File: src/rtl/core/bcml_pkg.sv
// package for the block-compressed mip chain layout unit
// holds field widths, status and format codes, and per-format byte shifts
// no dependencies
package bcml_pkg;

    localparam int DimW    = 15;
    localparam int BlkW    = 13;
    localparam int CountW  = 5;
    localparam int FmtW    = 3;
    localparam int PackW   = 29;
    localparam int UnpackW = 32;
    localparam int LevelW  = 4;
    localparam int StatW   = 2;
    localparam int ProdW   = 2 * DimW;

    localparam int DefMaxLevels    = 16;
    localparam int DefMaxDimension = 16384;

    localparam logic [StatW-1:0] ST_OK      = 2'd0;
    localparam logic [StatW-1:0] ST_BAD_ARG = 2'd1;
    localparam logic [StatW-1:0] ST_NO_FMT  = 2'd2;

    localparam logic [FmtW-1:0] FMT_BC1  = 3'd0;
    localparam logic [FmtW-1:0] FMT_BC2  = 3'd1;
    localparam logic [FmtW-1:0] FMT_BC3  = 3'd2;
    localparam logic [FmtW-1:0] FMT_BC4  = 3'd3;
    localparam logic [FmtW-1:0] FMT_BC5  = 3'd4;
    localparam logic [FmtW-1:0] FMT_BC6H = 3'd5;
    localparam logic [FmtW-1:0] FMT_BC7  = 3'd6;
    localparam logic [FmtW-1:0] FMT_NONE = 3'd7;

    typedef struct packed {
        logic [DimW-1:0] op_a;
        logic [DimW-1:0] op_b;
    } mul_req_t;

    // log2 of compressed bytes per 4x4 block for BC1 and BC4; 0 for all other formats
    function automatic logic [1:0] block_shift(input logic [FmtW-1:0] fmt);
        logic [1:0] sh;
        case (fmt)
            FMT_BC1, FMT_BC4: sh = 2'd3;
            default:          sh = 2'd0;
        endcase
        if (fmt != FMT_BC1 && fmt != FMT_BC4)
            sh = 2'd0;
        return sh;
    endfunction

    // log2 of decoded bytes per pixel
    function automatic logic [1:0] pixel_shift(input logic [FmtW-1:0] fmt);
        logic [1:0] sh;
        case (fmt)
            FMT_BC4:  sh = 2'd0;
            FMT_BC5:  sh = 2'd1;
            FMT_BC6H: sh = 2'd3;
            default:  sh = 2'd2;
        endcase
        return sh;
    endfunction

endpackage

File: src/rtl/core/bc_mip_chain_layout_unit.sv
// mip chain layout unit: one request in, one result transaction per level out, or a
// single error result; a request is taken in S_IDLE and checked in S_CHECK, then each
// level takes four steps (block operands, block size, pixel size, emit) on the shared
// multiplier, and emit waits while the output is stalled; an error answer goes from
// S_CHECK straight to emit, and every result is registered before it is shown.
// rst_n asynchronously clears the sequencer and output valid; the unit then idles.
module bc_mip_chain_layout_unit
    import bcml_pkg::*;
#(
    parameter int MAX_LEVELS    = DefMaxLevels,
    parameter int MAX_DIMENSION = DefMaxDimension
)
(
    input  logic               clk,
    input  logic               rst_n,
    input  logic               req_valid,
    output logic               req_stall,
    input  logic [DimW-1:0]    root_width,
    input  logic [DimW-1:0]    root_height,
    input  logic [CountW-1:0]  mip_count,
    input  logic [FmtW-1:0]    texture_format,
    output logic               res_valid,
    input  logic               res_stall,
    output logic [DimW-1:0]    level_width,
    output logic [DimW-1:0]    level_height,
    output logic [BlkW-1:0]    blocks_across,
    output logic [BlkW-1:0]    blocks_down,
    output logic [PackW-1:0]   packed_offset,
    output logic [UnpackW-1:0] unpacked_offset,
    output logic [PackW-1:0]   packed_size,
    output logic [UnpackW-1:0] unpacked_size,
    output logic [LevelW-1:0]  level_number,
    output logic [StatW-1:0]   status,
    output logic               last_level
);

    localparam logic [2:0] S_IDLE  = 3'd0;
    localparam logic [2:0] S_CHECK = 3'd1;
    localparam logic [2:0] S_MUL_B = 3'd2;
    localparam logic [2:0] S_MUL_P = 3'd3;
    localparam logic [2:0] S_MUL_U = 3'd4;
    localparam logic [2:0] S_EMIT  = 3'd5;

    localparam logic [DimW+1:0]  MaxDim = (DimW+2)'(MAX_DIMENSION);
    localparam logic [CountW:0]  MaxLev = (CountW+1)'(MAX_LEVELS);

    logic [2:0]          state_reg, state_next;
    logic [DimW-1:0]     cur_w_reg, cur_w_next;
    logic [DimW-1:0]     cur_h_reg, cur_h_next;
    logic [CountW-1:0]   count_reg, count_next;
    logic [FmtW-1:0]     fmt_reg, fmt_next;
    logic [CountW-1:0]   level_reg, level_next;
    logic [PackW-1:0]    pcur_reg, pcur_next;
    logic [UnpackW-1:0]  ucur_reg, ucur_next;
    logic [PackW-1:0]    psize_reg, psize_next;
    logic [UnpackW-1:0]  usize_reg, usize_next;
    logic [StatW-1:0]    err_reg, err_next;

    logic                out_valid_reg, out_valid_next;
    logic [DimW-1:0]     o_w_reg, o_w_next;
    logic [DimW-1:0]     o_h_reg, o_h_next;
    logic [BlkW-1:0]     o_bx_reg, o_bx_next;
    logic [BlkW-1:0]     o_by_reg, o_by_next;
    logic [PackW-1:0]    o_poff_reg, o_poff_next;
    logic [UnpackW-1:0]  o_uoff_reg, o_uoff_next;
    logic [PackW-1:0]    o_psize_reg, o_psize_next;
    logic [UnpackW-1:0]  o_usize_reg, o_usize_next;
    logic [LevelW-1:0]   o_lvl_reg, o_lvl_next;
    logic [StatW-1:0]    o_stat_reg, o_stat_next;
    logic                o_last_reg, o_last_next;

    mul_req_t            mul_req;
    logic [ProdW-1:0]    product;
    logic [DimW:0]       w_plus, h_plus;
    logic [DimW-2:0]     bx, by;
    logic [ProdW+3:0]    shifted;
    logic [1:0]          sh_amt;
    logic                slot_free;
    logic                is_last;
    logic                bad_arg;

    bcml_mul_unit u_mul (
        .clk     (clk),
        .req     (mul_req),
        .product (product)
    );

    assign w_plus    = (DimW+1)'(cur_w_reg) + (DimW+1)'(3);
    assign h_plus    = (DimW+1)'(cur_h_reg) + (DimW+1)'(3);
    assign bx        = w_plus[DimW:2];
    assign by        = h_plus[DimW:2];
    assign slot_free = !out_valid_reg || !res_stall;
    assign is_last   = ((CountW+1)'(level_reg) + (CountW+1)'(1)) == (CountW+1)'(count_reg);
    assign bad_arg   = (cur_w_reg == '0) || (cur_h_reg == '0) || (count_reg == '0)
                       || ((CountW+1)'(count_reg) > MaxLev)
                       || ((DimW+2)'(cur_w_reg) > MaxDim)
                       || ((DimW+2)'(cur_h_reg) > MaxDim);

    always_comb
    begin
        mul_req.op_a = {1'b0, bx};
        mul_req.op_b = {1'b0, by};
        if (state_reg == S_MUL_P)
        begin
            mul_req.op_a = cur_w_reg;
            mul_req.op_b = cur_h_reg;
        end
    end

    // block bytes are 8 or 16, pixel bytes 1, 2, 4 or 8
    assign sh_amt  = (state_reg == S_MUL_P)
                     ? (((fmt_reg == FMT_BC1) || (fmt_reg == FMT_BC4)) ? 2'd3 : 2'd0)
                     : pixel_shift(fmt_reg);
    assign shifted = (state_reg == S_MUL_P && sh_amt == 2'd0)
                     ? ((ProdW+4)'(product) << 4)
                     : ((ProdW+4)'(product) << sh_amt);

    always_comb
    begin
        state_next     = state_reg;
        cur_w_next     = cur_w_reg;
        cur_h_next     = cur_h_reg;
        count_next     = count_reg;
        fmt_next       = fmt_reg;
        level_next     = level_reg;
        pcur_next      = pcur_reg;
        ucur_next      = ucur_reg;
        psize_next     = psize_reg;
        usize_next     = usize_reg;
        err_next       = err_reg;
        out_valid_next = out_valid_reg && res_stall;
        o_w_next       = o_w_reg;
        o_h_next       = o_h_reg;
        o_bx_next      = o_bx_reg;
        o_by_next      = o_by_reg;
        o_poff_next    = o_poff_reg;
        o_uoff_next    = o_uoff_reg;
        o_psize_next   = o_psize_reg;
        o_usize_next   = o_usize_reg;
        o_lvl_next     = o_lvl_reg;
        o_stat_next    = o_stat_reg;
        o_last_next    = o_last_reg;

        unique case (state_reg)
            S_IDLE:
            begin
                if (req_valid)
                begin
                    cur_w_next = root_width;
                    cur_h_next = root_height;
                    count_next = mip_count;
                    fmt_next   = texture_format;
                    level_next = '0;
                    pcur_next  = '0;
                    ucur_next  = '0;
                    state_next = S_CHECK;
                end
            end
            S_CHECK:
            begin
                if (bad_arg)
                begin
                    err_next   = ST_BAD_ARG;
                    state_next = S_EMIT;
                end
                else if (fmt_reg == FMT_NONE)
                begin
                    err_next   = ST_NO_FMT;
                    state_next = S_EMIT;
                end
                else
                begin
                    err_next   = ST_OK;
                    state_next = S_MUL_B;
                end
            end
            S_MUL_B:
            begin
                state_next = S_MUL_P;
            end
            S_MUL_P:
            begin
                psize_next = shifted[PackW-1:0];
                state_next = S_MUL_U;
            end
            S_MUL_U:
            begin
                usize_next = shifted[UnpackW-1:0];
                state_next = S_EMIT;
            end
            S_EMIT:
            begin
                if (slot_free)
                begin
                    out_valid_next = 1'b1;
                    if (err_reg != ST_OK)
                    begin
                        o_w_next     = '0;
                        o_h_next     = '0;
                        o_bx_next    = '0;
                        o_by_next    = '0;
                        o_poff_next  = '0;
                        o_uoff_next  = '0;
                        o_psize_next = '0;
                        o_usize_next = '0;
                        o_lvl_next   = '0;
                        o_stat_next  = err_reg;
                        o_last_next  = 1'b1;
                        state_next   = S_IDLE;
                    end
                    else
                    begin
                        o_w_next     = cur_w_reg;
                        o_h_next     = cur_h_reg;
                        o_bx_next    = bx[BlkW-1:0];
                        o_by_next    = by[BlkW-1:0];
                        o_poff_next  = pcur_reg;
                        o_uoff_next  = ucur_reg;
                        o_psize_next = psize_reg;
                        o_usize_next = usize_reg;
                        o_lvl_next   = level_reg[LevelW-1:0];
                        o_stat_next  = ST_OK;
                        o_last_next  = is_last;
                        pcur_next    = pcur_reg + psize_reg;
                        ucur_next    = ucur_reg + usize_reg;
                        cur_w_next   = (cur_w_reg > DimW'(1)) ? (cur_w_reg >> 1) : DimW'(1);
                        cur_h_next   = (cur_h_reg > DimW'(1)) ? (cur_h_reg >> 1) : DimW'(1);
                        level_next   = level_reg + CountW'(1);
                        state_next   = is_last ? S_IDLE : S_MUL_B;
                    end
                end
            end
            default:
            begin
                state_next = S_IDLE;
            end
        endcase
    end

    always_ff @(posedge clk or negedge rst_n)
    begin
        if (!rst_n)
        begin
            state_reg     <= S_IDLE;
            out_valid_reg <= 1'b0;
            level_reg     <= '0;
            err_reg       <= ST_OK;
        end
        else
        begin
            state_reg     <= state_next;
            out_valid_reg <= out_valid_next;
            level_reg     <= level_next;
            err_reg       <= err_next;
        end
    end

    always_ff @(posedge clk)
    begin
        cur_w_reg   <= cur_w_next;
        cur_h_reg   <= cur_h_next;
        count_reg   <= count_next;
        fmt_reg     <= fmt_next;
        pcur_reg    <= pcur_next;
        ucur_reg    <= ucur_next;
        psize_reg   <= psize_next;
        usize_reg   <= usize_next;
        o_w_reg     <= o_w_next;
        o_h_reg     <= o_h_next;
        o_bx_reg    <= o_bx_next;
        o_by_reg    <= o_by_next;
        o_poff_reg  <= o_poff_next;
        o_uoff_reg  <= o_uoff_next;
        o_psize_reg <= o_psize_next;
        o_usize_reg <= o_usize_next;
        o_lvl_reg   <= o_lvl_next;
        o_stat_reg  <= o_stat_next;
        o_last_reg  <= o_last_next;
    end

    assign req_stall       = (state_reg != S_IDLE);
    assign res_valid       = out_valid_reg;
    assign level_width     = o_w_reg;
    assign level_height    = o_h_reg;
    assign blocks_across   = o_bx_reg;
    assign blocks_down     = o_by_reg;
    assign packed_offset   = o_poff_reg;
    assign unpacked_offset = o_uoff_reg;
    assign packed_size     = o_psize_reg;
    assign unpacked_size   = o_usize_reg;
    assign level_number    = o_lvl_reg;
    assign status          = o_stat_reg;
    assign last_level      = o_last_reg;

endmodule

File: src/rtl/core/bcml_mul_unit.sv
// shared registered multiplier for the mip chain layout unit
// one 15x15 unsigned product per cycle, result registered and ready in the next cycle
// depends on bcml_pkg
module bcml_mul_unit
    import bcml_pkg::*;
(
    input  logic             clk,
    input  mul_req_t         req,
    output logic [ProdW-1:0] product
);

    logic [ProdW-1:0] product_reg;

    always_ff @(posedge clk)
    begin
        product_reg <= ProdW'(req.op_a) * ProdW'(req.op_b);
    end

    assign product = product_reg;

endmodule
File: config.mk
export PLATFORM = sky130hd
export DESIGN_NAME = bc_mip_chain_layout_unit
export DESIGN_NICKNAME = d
export VERILOG_FILES = /design/src/rtl/core/bcml_pkg.sv /design/src/rtl/core/bc_mip_chain_layout_unit.sv /design/src/rtl/core/bcml_mul_unit.sv
export SDC_FILE = /design/constraint.sdc
export NUM_CORES = 1
export LEC_CHECK = 0
export BUFFER_PORTS_ARGS = -buffer_cell sky130_fd_sc_hd__buf_2
export CAP_MARGIN = 20
export CORE_ASPECT_RATIO = 0.5
export CORE_UTILIZATION = 40
export CTS_CLUSTER_SIZE = 24
export DETAILED_ROUTE_END_ITERATION = 8
export HOLD_SLACK_MARGIN = 0.1
export PLACE_DENSITY_LB_ADDON = 0.25
export SYNTH_ARGS = -nofsm -noshare
export SYNTH_HDL_FRONTEND = slang
export SYNTH_SLANG_ARGS = --single-unit
File: constraint.sdc
create_clock -name clk -period 37.7 [get_ports clk]
set_input_delay 7.54 -clock clk [delete_from_list [all_inputs] [get_ports clk]]
set_output_delay 7.54 -clock clk [all_outputs]
set_load 0.03 [all_outputs]
==> reports/metrics.csv, run 1 <==
metric;value;unit
drt via density;5.18;
Die Wd;359;um
post-route ant nets;0;
area delta synth->final;13.2;%
GRT Total Usage;0.193;
Crit-path slowest cell;buf_4;
Max-slew headroom;0.218;
core area;0.0621;mm2
min cycle time layout;9.88;ns
cell row count;64;
Synth area leader;edfxtp_1;
DRT Pass-1 Iters;9;
Post-Syn Nets;2757;
Setup TNS;0;ns
EDFF count, synth;345;
nature of the critical path startpoint;input port;
Layout Nets;2948;
TritonCTS sink count;386;
Worst Path Buf+Inv;3;
WL final;62.4;mm
main flop type after synthesis;edfxtp_1;
Routed wire per std cell;18.1;um
worst-path cell chain;buf_2 > a21oi_4 > buf_4 > nand2_1 > nand2_4 > buf_4;
DR DRC count;3;
clk root buf;clkbuf_16;
status;finished with violations;
fill cell count;5712;
final instance area;0.0289;mm2
Crit path largest cell delay;0.78;ns
IO Count;229;
crit-path max FO;61;
number of global-route vias before repair;17649;
synth unique cells;78;
Post-CTS Resized;0;
Syn Area/Cell;10.7;um2
count leader, synth;edfxtp_1;
largest net degree at the start of global routing;88;
Setup Skew;0.0260;ns
Hold-fix buffers, CTS;0;
Num CTS Buffers;37;
CTS tree;yes;
Die Span Y;181;um
Critical Path RT;37.88;ns
Worst path most repeated cell;buf_4;
final hold viol count;0;
Die Area;0.0648;mm2
Area contributors post-synth;edfxtp_1, fa_1, ha_1;
Crit path max-delay family;buffers and inverters;
#FFs+latches synth;386;
DR iter-0 viols;1412;
ratio of cells with drive above 1 in the final layout;0.141;
clk buf depth;3;
footprint of the multi-input gates;0.0130;mm2
worst setup margin;27.82;ns
gpl congestion;0.922;
clk slew on worst S/H paths;0.06;ns
Final period util;0.262;
DPL Wire Length;47.4;mm
Arr. time, crit path;10.05;ns
hold crit path type;reg2reg;
post-synthesis cell count;2392;
Max Freq;0.101;GHz
dpl cell area;0.0275;mm2
Final Slew Violations;0;
grt total ovfl;0;
post-CTS setup buffer count;0;
Ys Warns;0;
Buffers on Ports;228;
setup violators final;0;
Antenna Cells;0;
area share of the largest cell type after synthesis;0.406;
failing checks;design-rule violations;
register area;0.0112;mm2
Post-synth ARST share;0.0285;
initial antenna violation count;0;
Worst Setup End Kind;flip-flop;
Starting Density;0.411;
sequential-to-total area share from yosys stat;0.441;
CP Class;in2reg;
max-cap viol count;0;
H-tree levels;2;
via count;17810;
Setup Slack @ Placement;27.21;ns
RSZ-0062 raised after global routing;no;
first-pass GRT wire length;98.7;mm
Commonest cells post-synth;edfxtp_1, nand2_1, nor2_1, inv_1, fa_1;
worst-margin pin slew;1.17;ns
Clock Latency Late Sink;0.57;ns
Post-Syn Area;0.0255;mm2
[cell type report]
type | count | share of cell area
Multi-Input combinational cell | 1667 | 0.451
Sequential cell | 386 | 0.389
Timing Repair Buffer | 259 | 0.0497
Tap cell | 825 | 0.0358
Clock buffer | 48 | 0.0343
Inverter | 232 | 0.0302
Clock inverter | 20 | 0.00976
[kinds of logic (layout without fill, tap and decap cells)]
| family | after synthesis | count (layout) | share of synthesized area |
|---|---|---|---|
| xor+xnor | 104 | 104 | 0.0357 |
| simple gates | 878 | 878 | 0.164 |
| flops | 386 | 386 | 0.441 |
| buf+inv | 339 | 559 | 0.0508 |
| compound gates | 331 | 331 | 0.0886 |
| fa+ha+maj | 323 | 323 | 0.208 |
| mux | 31 | 31 | 0.0122 |
[worst paths after layout]
check / from / endpoint / slack, ns / depth (start not counted)
min in group asynchronous: rst_n / res_valid$_DFF_PN0_ / 6.86 / 1
setup / recovery: res_stall / ucur_reg[26]$_SDFFCE_PN0P_ / 27.82 / 6
hold / removal: pcur_reg[4]$_SDFFCE_PN0P_ / packed_offset[4]$_SDFFCE_PP0P_ / 0.55 / 1
hold reg to reg: pcur_reg[4]$_SDFFCE_PN0P_ / packed_offset[4]$_SDFFCE_PP0P_ / 0.55 / 1
max in group asynchronous: rst_n / err_reg[0]$_DFFE_PN0N_ / 30.62 / 1
setup reg to reg: state_reg[2]$_DFFE_PN0P_ / u_mul.product[29]$_DFF_P_ / 28.65 / 32
[worst reg2reg max path, delay by kind of cell (launching register included)]
| family | cells | cell delay [ns] |
|---|---|---|
| fa+ha+maj | 7 | 3.40 |
| compound gates | 9 | 2.11 |
| buf+inv | 10 | 2.08 |
| simple gates | 5 | 0.78 |
| flops | 1 | 0.43 |
| xor+xnor | 1 | 0.13 |
[placed cells by master (no fill, tap or decap), types with 5 or more instances in the layout]
cell / synthesis / layout
o21a_1: 19 / 19
nor2b_1: 12 / 12
o21ai_1: 8 / 7
a211oi_2: 5 / 5
clkinv_2: 0 / 6
nand4_1: 10 / 10
nand2b_1: 23 / 23
fa_1: 169 / 169
nor3b_1: 7 / 5
clkbuf_16: 0 / 38
xor2_1: 49 / 49
edfxtp_1: 345 / 345
nand2_1: 268 / 267
o211ai_1: 5 / 5
nor2_2: 8 / 9
dfxtp_1: 30 / 30
a31oi_1: 15 / 15
o21bai_1: 9 / 9
a211oi_1: 13 / 13
buf_4: 1 / 27
dfrtp_1: 11 / 11
a21oi_1: 69 / 68
nand3_1: 43 / 43
a211o_1: 11 / 11
nor2_1: 254 / 252
mux2i_1: 31 / 31
buf_2: 10 / 228
bufinv_16: 0 / 6
a21o_1: 35 / 35
nor3_1: 25 / 25
or2_2: 9 / 9
o221ai_1: 26 / 26
ha_1: 154 / 154
o21ai_0: 67 / 66
and2_1: 158 / 158
nor4_1: 8 / 8
clkbuf_1: 90 / 10
and3_1: 32 / 32
inv_1: 232 / 231
xnor2_1: 55 / 55
[layer usage]
metal | vias to the layer above | global-route usage | share of wire
met5 | - | 0 | 0
li1 | 8503 | - | -
met2 | 431 | 0.310 | 0.46
met3 | 66 | 0.0323 | 0.054
met1 | 8810 | 0.272 | 0.47
met4 | 0 | 0.0448 | 0.020
[per-stage QoR]
stage	utilization	instances	hold slack, ns
floorplan	-	2392	0.484
finish	0.465	3437	0.551
detailed placement	0.443	3364	0.551
CTS	0.464	3432	0.552
global route	0.465	3437	0.588
global placement	0.443	3362	0.552
Power of run 1 is not shown: default switching activity piles up to over one toggle a cycle in this logic, so the estimate is an artifact.
==> inputs of run 2 (changes only) <==
--- a/config.mk
+++ b/config.mk
@@ -5,6 +5,7 @@
 export SDC_FILE = /design/constraint.sdc
 export NUM_CORES = 1
 export LEC_CHECK = 0
+export ABC_AREA = 1
 export BUFFER_PORTS_ARGS = -buffer_cell sky130_fd_sc_hd__buf_2
 export CAP_MARGIN = 20
 export CORE_ASPECT_RATIO = 0.5
==> constraint.sdc (replaced) <==
create_clock -name clk -period 8.3 [get_ports clk]
set_input_delay 1.66 -clock clk [delete_from_list [all_inputs] [get_ports clk]]
set_output_delay 1.66 -clock clk [all_outputs]
set_load 0.03 [all_outputs]
==> run 2 against run 1 <==
The run now ends clean. Die area up 5.6%. Largest cell class unchanged. Via count up 21%. Sequential share of layout area down 1.8 points. Highest routed layer unchanged. Synthesized cell count up 30%. Flip-flop and latch count unchanged. Final area up 4.9%. Hold slack worse by 0.030 ns. Area after synthesis up 5.6%. Core utilization down 0.47 points. Global-route usage up 3.2 points. First-iteration DRC count up 25%.
==> reports/metrics.csv, run 2 <==
metric;value;unit;change
status;completed;;was finished with violations
Max Freq;0.141;GHz;
setup violators final;0;;unchanged
TritonCTS sink count;386;;unchanged
Ys Warns;0;;unchanged
Routed wire per std cell;18.0;um;was 18.1 um
final hold viol count;0;;unchanged
nature of the critical path startpoint;flip-flop;;was input port
final instance area;0.0303;mm2;was 0.0289 mm2
min cycle time layout;7.10;ns;
largest net degree at the start of global routing;106;;was 88
DRT Pass-1 Iters;6;;was 9
Buffers on Ports;228;;unchanged
sequential-to-total area share from yosys stat;0.417;;was 0.441
Worst path most repeated cell;inv_1;;was buf_4
area delta synth->final;12.4;%;was 13.2%
Worst Setup End Kind;flip-flop;;unchanged
Clock Latency Late Sink;0.57;ns;about the same
Setup TNS;0;ns;unchanged
area share of the largest cell type after synthesis;0.385;;was 0.406
clk root buf;clkbuf_16;;unchanged
Crit path max-delay family;adder cells;;was buffers and inverters
clk slew on worst S/H paths;0.06;ns;about the same
EDFF count, synth;345;;unchanged
gpl congestion;0.952;;was 0.922
CP Class;reg2reg;;was in2reg
count leader, synth;nand2_1;;was edfxtp_1
initial antenna violation count;0;;unchanged
DPL Wire Length;60.4;mm;was 47.4 mm
# placed instances;4180;;was 3,364
Syn Area/Cell;8.64;um2;was 10.7 um2
Core Util, Final;0.460;;was 0.465
via count;21464;;was 17.8k
worst-margin pin slew;1.06;ns;was 1.17 ns
Post-Syn Nets;3482;;was 2,757
cell row count;66;;was 64
DR iter-0 viols;1768;;was 1,412
Post-synth ARST share;0.0285;;unchanged
commonest non-fill, non-tap cell in the layout;nand2_1;;was edfxtp_1
most frequent cells in the layout;nand2_1, inv_1, nor2_1;;was edfxtp_1, nand2_1, nor2_1
Setup Skew;0.0210;ns;was 0.0260 ns
#FFs+latches synth;386;;unchanged
Synth area leader;edfxtp_1;;unchanged
Layout Nets;3701;;was 2,948
Num CTS Buffers;38;;was 37
WL final;76.5;mm;was 62.4 mm
Critical Path RT;8.77;ns;was 37.88 ns
DR DRC count;0;;was 3
post-route ant nets;0;;unchanged
H-tree levels;2;;unchanged
GRT Total Usage;0.224;;was 0.193
synth unique cells;50;;was 78
Crit-path slowest cell;fa_1;;was buf_4
crit-path max FO;31;;was 61
Commonest cells post-synth;nand2_1, inv_1, nor2_1, edfxtp_1, fa_1;;was edfxtp_1, nand2_1, nor2_1, inv_1, fa_1
Max-slew headroom;0.290;;was 0.218
Area contributors post-synth;edfxtp_1, fa_1, nand2_1;;was edfxtp_1, fa_1, ha_1
ratio of cells with drive above 1 in the final layout;0.102;;was 0.141
max-cap viol count;0;;unchanged
clk buf depth;3;;unchanged
grt total ovfl;0;;unchanged
post-CTS setup buffer count;0;;unchanged
first-pass GRT wire length;119;mm;was 98.7 mm
Die Area;0.0684;mm2;was 0.0648 mm2
Hold-fix buffers, CTS;0;;unchanged
Final Slew Violations;0;;unchanged
drt via density;5.05;;was 5.18
Die Span Y;185;um;was 181 um
post-synthesis cell count;3117;;was 2,392
Starting Density;0.410;;was 0.411
Post-CTS Resized;0;;unchanged
Post-Syn Area;0.0269;mm2;was 0.0255 mm2
core area;0.0657;mm2;was 0.0621 mm2
Final period util;0.856;;
Antenna Cells;0;;unchanged
hold crit path type;reg2reg;;unchanged
Finished Layout Cells;4248;;was 3,437
number of global-route vias before repair;21119;;was 17.6k
IO Count;229;;unchanged
Crit path largest cell delay;0.53;ns;was 0.78 ns
main flop type after synthesis;edfxtp_1;;unchanged
Die Wd;369;um;was 359 um
CTS tree;yes;;unchanged
RSZ-0062 raised after global routing;no;;unchanged
Arr. time, crit path;7.57;ns;was 10.05 ns
dpl cell area;0.0290;mm2;was 0.0275 mm2
Worst Path Buf+Inv;11;;was 3
## run 2: cell count changes after synthesis, moves of 33 or more
| cell | change |
|---|---|
| clkbuf_1 | -58 |
| nor2_1 | +246 |
| xnor2_1 | -48 |
| a21oi_1 | +76 |
| nand2_1 | +390 |
| and2_1 | -151 |
| inv_1 | +353 |
| o21ai_0 | +60 |
| a21o_1 | -33 |
| nand3_1 | +52 |
## run 2: metrics by stage
| stage | hold slack (ns) | setup slack, ns |
|---|---|---|
| 6_report | 0.521 | 1.20 |
| 5_1_grt | 0.523 | 0.609 |
| 4_1_cts | 0.515 | 1.25 |
| 3_5_place_dp | 0.493 | 1.25 |
| 3_3_place_gp | 0.502 | 1.26 |
| 2_1_floorplan | 0.471 | 1.24 |
## run 2: worst paths after layout
path	endpoint	slack, ns	startpoint	cells past startpoint
max	u_mul.product[24]$_DFF_P_	1.20	state_reg[2]$_DFFE_PN0P_	28
min	status[1]$_SDFFCE_PN0P_	0.52	err_reg[1]$_DFFE_PN0N_	0
max reg2reg	u_mul.product[24]$_DFF_P_	1.20	state_reg[2]$_DFFE_PN0P_	28
min reg2reg	status[1]$_SDFFCE_PN0P_	0.52	err_reg[1]$_DFFE_PN0N_	0
max in group asynchronous	state_reg[1]$_DFFE_PN0P_	7.10	rst_n	1
min in group asynchronous	err_reg[1]$_DFFE_PN0N_	0.97	rst_n	1
## run 2: layout make-up
| cell class | instances | area (um2) |
|---|---|---|
| Clock buffer | 46 | 1010 |
| Tap cell | 884 | 1110 |
| Multi-Input combinational cell | 2071 | 13200 |
| Sequential cell | 386 | 11200 |
| Inverter | 596 | 2240 |
| Clock inverter | 22 | 235 |
| Timing Repair Buffer | 243 | 1250 |
| Fill cell | 6585 | 35500 |
## run 2: layer usage
metal	global-route usage	up-vias	wire length, um
met1	0.310	10217	34700
met4	0.0609	0	2020
li1	-	10394	-
met3	0.0367	139	4960
met5	0	-	0
met2	0.366	714	34700
## run 2: kinds of logic (layout without fill, tap and decap cells)
logic type               Yosys count  count (layout)  synth area share
AND/OR/NAND/NOR                 1350            1350             0.203
buffers and inverters            660             907            0.0944
flip-flops                       386             386             0.417
AO/OA/AOI/OAI                    371             371            0.0795
adder cells (fa/ha/maj)          323             323             0.197
XOR/XNOR                          27              27           0.00878
## run 2: worst register-to-register path, delay by kind of cell (launching register included)
family	cells	cell delay, ns
flip-flops	1	0.40
buffers and inverters	11	1.38
AND/OR/NAND/NOR	8	1.30
adder cells (fa/ha/maj)	7	3.46
AO/OA/AOI/OAI	2	0.47
Power of run 2 is left out for the same reason.
